===== src/sv/phsrp_pkg.sv =====
package phsrp_pkg;

    // default sizes of the predictor
    localparam int TABLE_ROWS_DEF      = 1024;
    localparam int WEIGHTS_PER_ROW_DEF = 16;
    localparam int HISTORY_DEPTH_DEF   = 5;

    // field widths
    localparam int PC_W       = 48;
    localparam int THR_W      = 9;
    localparam int LIMIT_W    = 5;
    localparam int RRPV_W     = 3;
    localparam int WSUM_W     = 9;
    localparam int WEIGHT_W   = LIMIT_W + 1;
    localparam int CFG_IDX_W  = 3;
    localparam int CFG_DATA_W = 9;

    // stream packing
    localparam int S_TDATA_W  = 48;
    localparam int M_TDATA_W  = 16;
    localparam int M_PAD_W    = M_TDATA_W - RRPV_W - WSUM_W;

    // register indexes on the configuration port
    localparam logic [CFG_IDX_W-1:0] REG_FRIENDLY_THR  = 3'd0;
    localparam logic [CFG_IDX_W-1:0] REG_AVERSE_THR    = 3'd1;
    localparam logic [CFG_IDX_W-1:0] REG_WEIGHT_LIMIT  = 3'd2;
    localparam logic [CFG_IDX_W-1:0] REG_FRIENDLY_RRPV = 3'd3;
    localparam logic [CFG_IDX_W-1:0] REG_NEUTRAL_RRPV  = 3'd4;
    localparam logic [CFG_IDX_W-1:0] REG_AVERSE_RRPV   = 3'd5;

    // register reset values
    localparam logic signed [THR_W-1:0] FRIENDLY_THR_RST  = 9'sd60;
    localparam logic signed [THR_W-1:0] AVERSE_THR_RST    = 9'sd0;
    localparam logic [LIMIT_W-1:0]      WEIGHT_LIMIT_RST  = 5'd30;
    localparam logic [RRPV_W-1:0]       FRIENDLY_RRPV_RST = 3'd0;
    localparam logic [RRPV_W-1:0]       NEUTRAL_RRPV_RST  = 3'd2;
    localparam logic [RRPV_W-1:0]       AVERSE_RRPV_RST   = 3'd7;

    // controller to datapath commands
    typedef struct packed {
        logic clear_wr;
        logic load;
        logic commit;
    } phsrp_cmd_t;

    // datapath to controller status
    typedef struct packed {
        logic clear_last;
        logic out_free;
    } phsrp_stat_t;

endpackage


===== src/sv/phsrp_ctrl.sv =====
module phsrp_ctrl
    import phsrp_pkg::*;
(
    input  logic        clk,
    input  logic        rst_n,
    input  logic        s_tvalid,
    output logic        s_tready,
    input  phsrp_stat_t stat,
    output phsrp_cmd_t  cmd
);

    typedef enum logic [1:0] {
        ST_CLEAR,
        ST_IDLE,
        ST_UPDATE
    } state_t;

    state_t state_reg;
    state_t state_next;
    logic   ready_reg;

    // next state and commands
    always_comb
    begin
        state_next = state_reg;
        cmd        = '0;
        unique case (state_reg)
            ST_CLEAR:
            begin
                cmd.clear_wr = 1'b1;
                if (stat.clear_last)
                begin
                    state_next = ST_IDLE;
                end
            end
            ST_IDLE:
            begin
                cmd.load = s_tvalid && ready_reg;
                if (s_tvalid && ready_reg)
                begin
                    state_next = ST_UPDATE;
                end
            end
            ST_UPDATE:
            begin
                cmd.commit = stat.out_free;
                if (stat.out_free)
                begin
                    state_next = ST_IDLE;
                end
            end
            default:
            begin
                state_next = ST_CLEAR;
            end
        endcase
    end

    // state and registered ready
    always_ff @(posedge clk or negedge rst_n)
    begin
        if (!rst_n)
        begin
            state_reg <= ST_CLEAR;
            ready_reg <= 1'b0;
        end
        else
        begin
            state_reg <= state_next;
            ready_reg <= (state_next == ST_IDLE);
        end
    end

    assign s_tready = ready_reg;

endmodule


===== config.mk =====
export PLATFORM = sky130hd
export DESIGN_NAME = phsrp_ctrl
export DESIGN_NICKNAME = d
export VERILOG_FILES = /design/src/sv/phsrp_pkg.sv /design/src/sv/phsrp_ctrl.sv
export SDC_FILE = /design/constraint.sdc
export NUM_CORES = 1
export LEC_CHECK = 0
export BUFFER_PORTS_ARGS = -buffer_cell sky130_fd_sc_hd__buf_2
export CORE_AREA = 2 2 39 41
export DETAILED_ROUTE_END_ITERATION = 10
export DIE_AREA = 0 0 41 43
export GPL_TIMING_DRIVEN = 0
export PLACE_DENSITY = 0.39
export SETUP_SLACK_MARGIN = 0.5
export SLEW_MARGIN = 20
export SYNTH_ARGS = -nofsm -noshare
export SYNTH_HDL_FRONTEND = slang
export SYNTH_SLANG_ARGS = --single-unit
export TNS_END_PERCENT = 50

===== constraint.sdc =====
create_clock -name clk -period 1 [get_ports clk]
set_input_delay 0.2 -clock clk [delete_from_list [all_inputs] [get_ports clk]]
set_output_delay 0.2 -clock clk [all_outputs]
set_load 0.005 [all_outputs]

== Yosys cells after proc, flatten, opt, wreduce, memory -nomap -nowiden ==
Index checks and enable logic that the tools add are counted.
W data, S select, Z words.
Cells by class
  eq/ne operators: 3
  mux-type cells: 7
  reductions and logical operators: 2
Operators with widths (number)
  $mux W2: 3
  $pmux W2 S3: 1
  $eq A2 B1 Y1 const B: 2
  $mux W1: 3
  $eq A2 B2 Y1 const B: 1
  $logic_not A2 Y1: 1
  $logic_and A1 B1 Y1: 1
Storage, ports and cells
  bits in registers: 3
  word-level logic and storage cells: 14

== Longest topological paths before layout ==
  depth after elaboration: 4
  mapped depth: 2

== Worst setup path before layout ==
Ideal clock, no wire load.
  path type: reg2out
  start: reg state_reg[1]
  end: out cmd[1] (netlist bit)
  data arrival time: 707 ps
  required time: 800 ps
  setup slack: 93 ps
  stages on the path, launching flop included: 3
  buffers on the path: 0
  cells stage by stage: dfrtp_1 nand2b_2 nor2_1
RTL lines
  start, declared: line phsrp_ctrl.sv:18  | state_t state_reg;
  start signal, assigned: line phsrp_ctrl.sv:69  | state_reg <= state_next;
  end, declared: line phsrp_ctrl.sv:9  | output phsrp_cmd_t cmd

==> flow_summary.ini <==
[route]
finalWirelength_um = 442
total_via_count_in_the_routed_design = 184
drt_iter0_drc = 3
drt_drc_violations_left = 0
detail-route-antenna-nets = 0
wirelength_per_cell_um = 9.21
first_pass_iters = 2
detail_route.vias_per_cell = 3.83

[power_and_ir_drop]
total_leakage_power_nw = 0.135
peak_supply_drop_v = 0.000599
powerDensity_nw_per_um2 = 3120

[floorplanning]
dieWidth_um = 41
floorplan.initialDensity_pct = 10.4
std_cell_rows = 14
die_area_um2 = 1760
ios = 9
design.core.area_um2 = 1380
dieHeight_um = 43

[setup_path]
crit-reg2reg-launch = state_reg[1]
rr_endpoint = state_reg[0]
timing_worst_setup_path_type = reg -> out
critical_path.cell_chain = nand2b_4, nor2_2, buf_2
critPathMaxStageDelay_ps = 390
reg2regPathDepth = 3
r2r_setup_slack_ps = 30
timing.critical_path.fanout_max = 3
worst_setup_path_end_kind = output port
worstSetupStartpointType = flop
crit_buf_inv = 1
cp_top_family = flip-flops
worst-endpoint-arrival_ps = 960
worst_path_max_delay_cell = sky130_fd_sc_hd__dfrtp_1
required_time_worst_endpoint_ps = 800

[place]
post-dp-hpwl_um = 294
placement.io_buffers = 8
gp_congestion = 0.603
dpl-instance-area_um2 = 211

[synthesis]
yosys.area.top_type_share_pct = 52.2
synth-warning-count = 0
synth.largest_area_cell = sky130_fd_sc_hd__dfrtp_1
synthCells = 15
ys_ff_latch = 3
synthesis.area_per_instance_um2 = 9.59
synth_cell_types = 8
proportion_of_synthesized_chip_area_in_sequential_cells_pct = 52.2
syn_nets = 20
synth.top_cells.by_area = sky130_fd_sc_hd__dfrtp_1 (52%), sky130_fd_sc_hd__o22ai_1 (13%), sky130_fd_sc_hd__nor2_1 (7.8%)
post_synth_instance_area_um2 = 144

[timing]
grt_setup_unrepaired = yes
finalHoldViolCount = 0
setup_viol = 3
timing.final.crit_period_ps = 1160
timing_worst_slew_pin_value_ps = 181
slew_viol_final = 0
finClkSkew_ps = 1.17
min_period_over_period_pct = 116
relSlewSlack_pct = 87.7
pnr_worst_setup_slack_ps = -161
maxClockFrequency_ghz = 0.861
hold_slack_final_ps = 202

[clock_network]
clock-root-buffer = sky130_fd_sc_hd__clkbuf_4
clock-sinks = 3
clk_latency_ps = 230
cts-buffers-inserted = 3
clkTransAtPathRegs_ps = 30
tritoncts_clock_tree = yes
cts_buffer_depth = 2
clock_tree.htree_level_count = 1

[grt]
globalRouteTotalUtil_pct = 6.13
number_of_global_route_vias_before_repair = 172
globalRouteOverflowTotal = 0
grt_start_max_net_pins = 5
grt_first_pass_wirelength_um = 641
antenna_found_initial = 0

[layout]
n_fill_cell = 165
numnets_final = 38
diodes = 0
largest_reg_flops = 2
layout-area-overhead-vs-synth_pct = 98.3
final_cell_area_um2 = 285
post_route_cells_drive_above_1_share_pct = 62.5

[worst_hold_path]
hold_end = state_reg[1]
min-delay-start = stat[0]
worstHoldPathType = in -> reg
whs_path_depth = 2

[run_status]
run_status = finished, violations left
failed_checks = negative setup slack

[job]
maxCapViolations = 0
==> cell type report <==
cell class	count	area, um^2	share of cell area (%)
Sequential cell	3	76.3	26.8
Multi-Input combinational cell	12	82.6	28.9
Tap cell	16	20.0	7.02
Timing Repair Buffer	13	80.1	28.1
Clock buffer	4	26.3	9.21
==> synthesized netlist by cell type (all sizes together) <==
cell type  count
dfrtp          3
nor2           3
o22ai          3
nand2          2
nand2b         2
and2           1
mux2i          1
==> cell families (layout without fill, tap and decap cells) <==
| family | Yosys count | count (layout) | synth area share [%] |
|---|---|---|---|
| compound gates | 3 | 3 | 13.0 |
| buf+inv | 0 | 17 | 0 |
| flops | 3 | 3 | 52.2 |
| mux | 1 | 1 | 6.96 |
| simple gates | 8 | 8 | 27.8 |
==> per-layer routing <==
layer / vias up / global-route usage [%] / wire length (um)
li1: 87 / - / -
met1: 88 / 5.48 / 179
met2: 9 / 8.13 / 205
met3: 0 / 3.14 / 58
met4: 0 / 8.00 / 0
met5: - / 0 / 0
==> worst max path at each step <==
| stage | start | to | depth (start not counted) |
|---|---|---|---|
| 3_5_place_dp | state_reg[1] | cmd[1] | 3 |
| 2_1_floorplan | state_reg[1] | cmd[1] | 2 |
| 4_1_cts | state_reg[1] | cmd[1] | 3 |
| 5_1_grt | state_reg[1] | cmd[1] | 3 |
| 6_report | state_reg[1] | cmd[1] | 3 |
| 3_3_place_gp | state_reg[1] | cmd[1] | 3 |
==> stage by stage <==
step / worst slack [ps] / TNS [ps] / cells / utilization [%] / power (mW)
floorplan: 157 / 0 / 15 / - / 0.422
global placement: 50.1 / 0 / 39 / 15.3 / 0.514
detailed placement: 24.6 / 0 / 39 / 15.3 / 0.530
CTS: -165 / -414 / 48 / 20.2 / 0.879
global route: -213 / -579 / 48 / 20.6 / 0.966
finish: -161 / -404 / 48 / 20.6 / 0.889
==> report_power, final <==
part	internal, mW	switching (mW)	total, mW
sequential	0.186	0.0690	0.255
clock	0.149	0.0596	0.209
combinational	0.257	0.169	0.426
==> placed cells by master, fill, tap and decap left out <==
cell type                       instances
sky130_fd_sc_hd__buf_4                  4
sky130_fd_sc_hd__nand2_1                2
sky130_fd_sc_hd__o22ai_1                3
sky130_fd_sc_hd__nor2_2                 2
sky130_fd_sc_hd__buf_2                  8
sky130_fd_sc_hd__nor2_1                 1
sky130_fd_sc_hd__mux2i_2                1
sky130_fd_sc_hd__dlygate4sd3_1          1
sky130_fd_sc_hd__dfrtp_1                2
sky130_fd_sc_hd__nand2b_1               1
sky130_fd_sc_hd__dfrtp_2                1
sky130_fd_sc_hd__and2_1                 1
sky130_fd_sc_hd__clkbuf_4               3
sky130_fd_sc_hd__clkbuf_1               1
sky130_fd_sc_hd__nand2b_4               1
==> repair_timing <==
| action | 4_1_cts | 5_1_grt |
|---|---|---|
| endpoints found under the hold margin | 3 | 0 |
| pin swaps | 1 | 3 |
| setup buffers | 4 | 0 |
| hold buffers | 1 | 0 |
| gates resized for setup | 1 | 2 |
| setup endpoints to repair | 7 | 7 |
(Power assumes the default switching activity.)
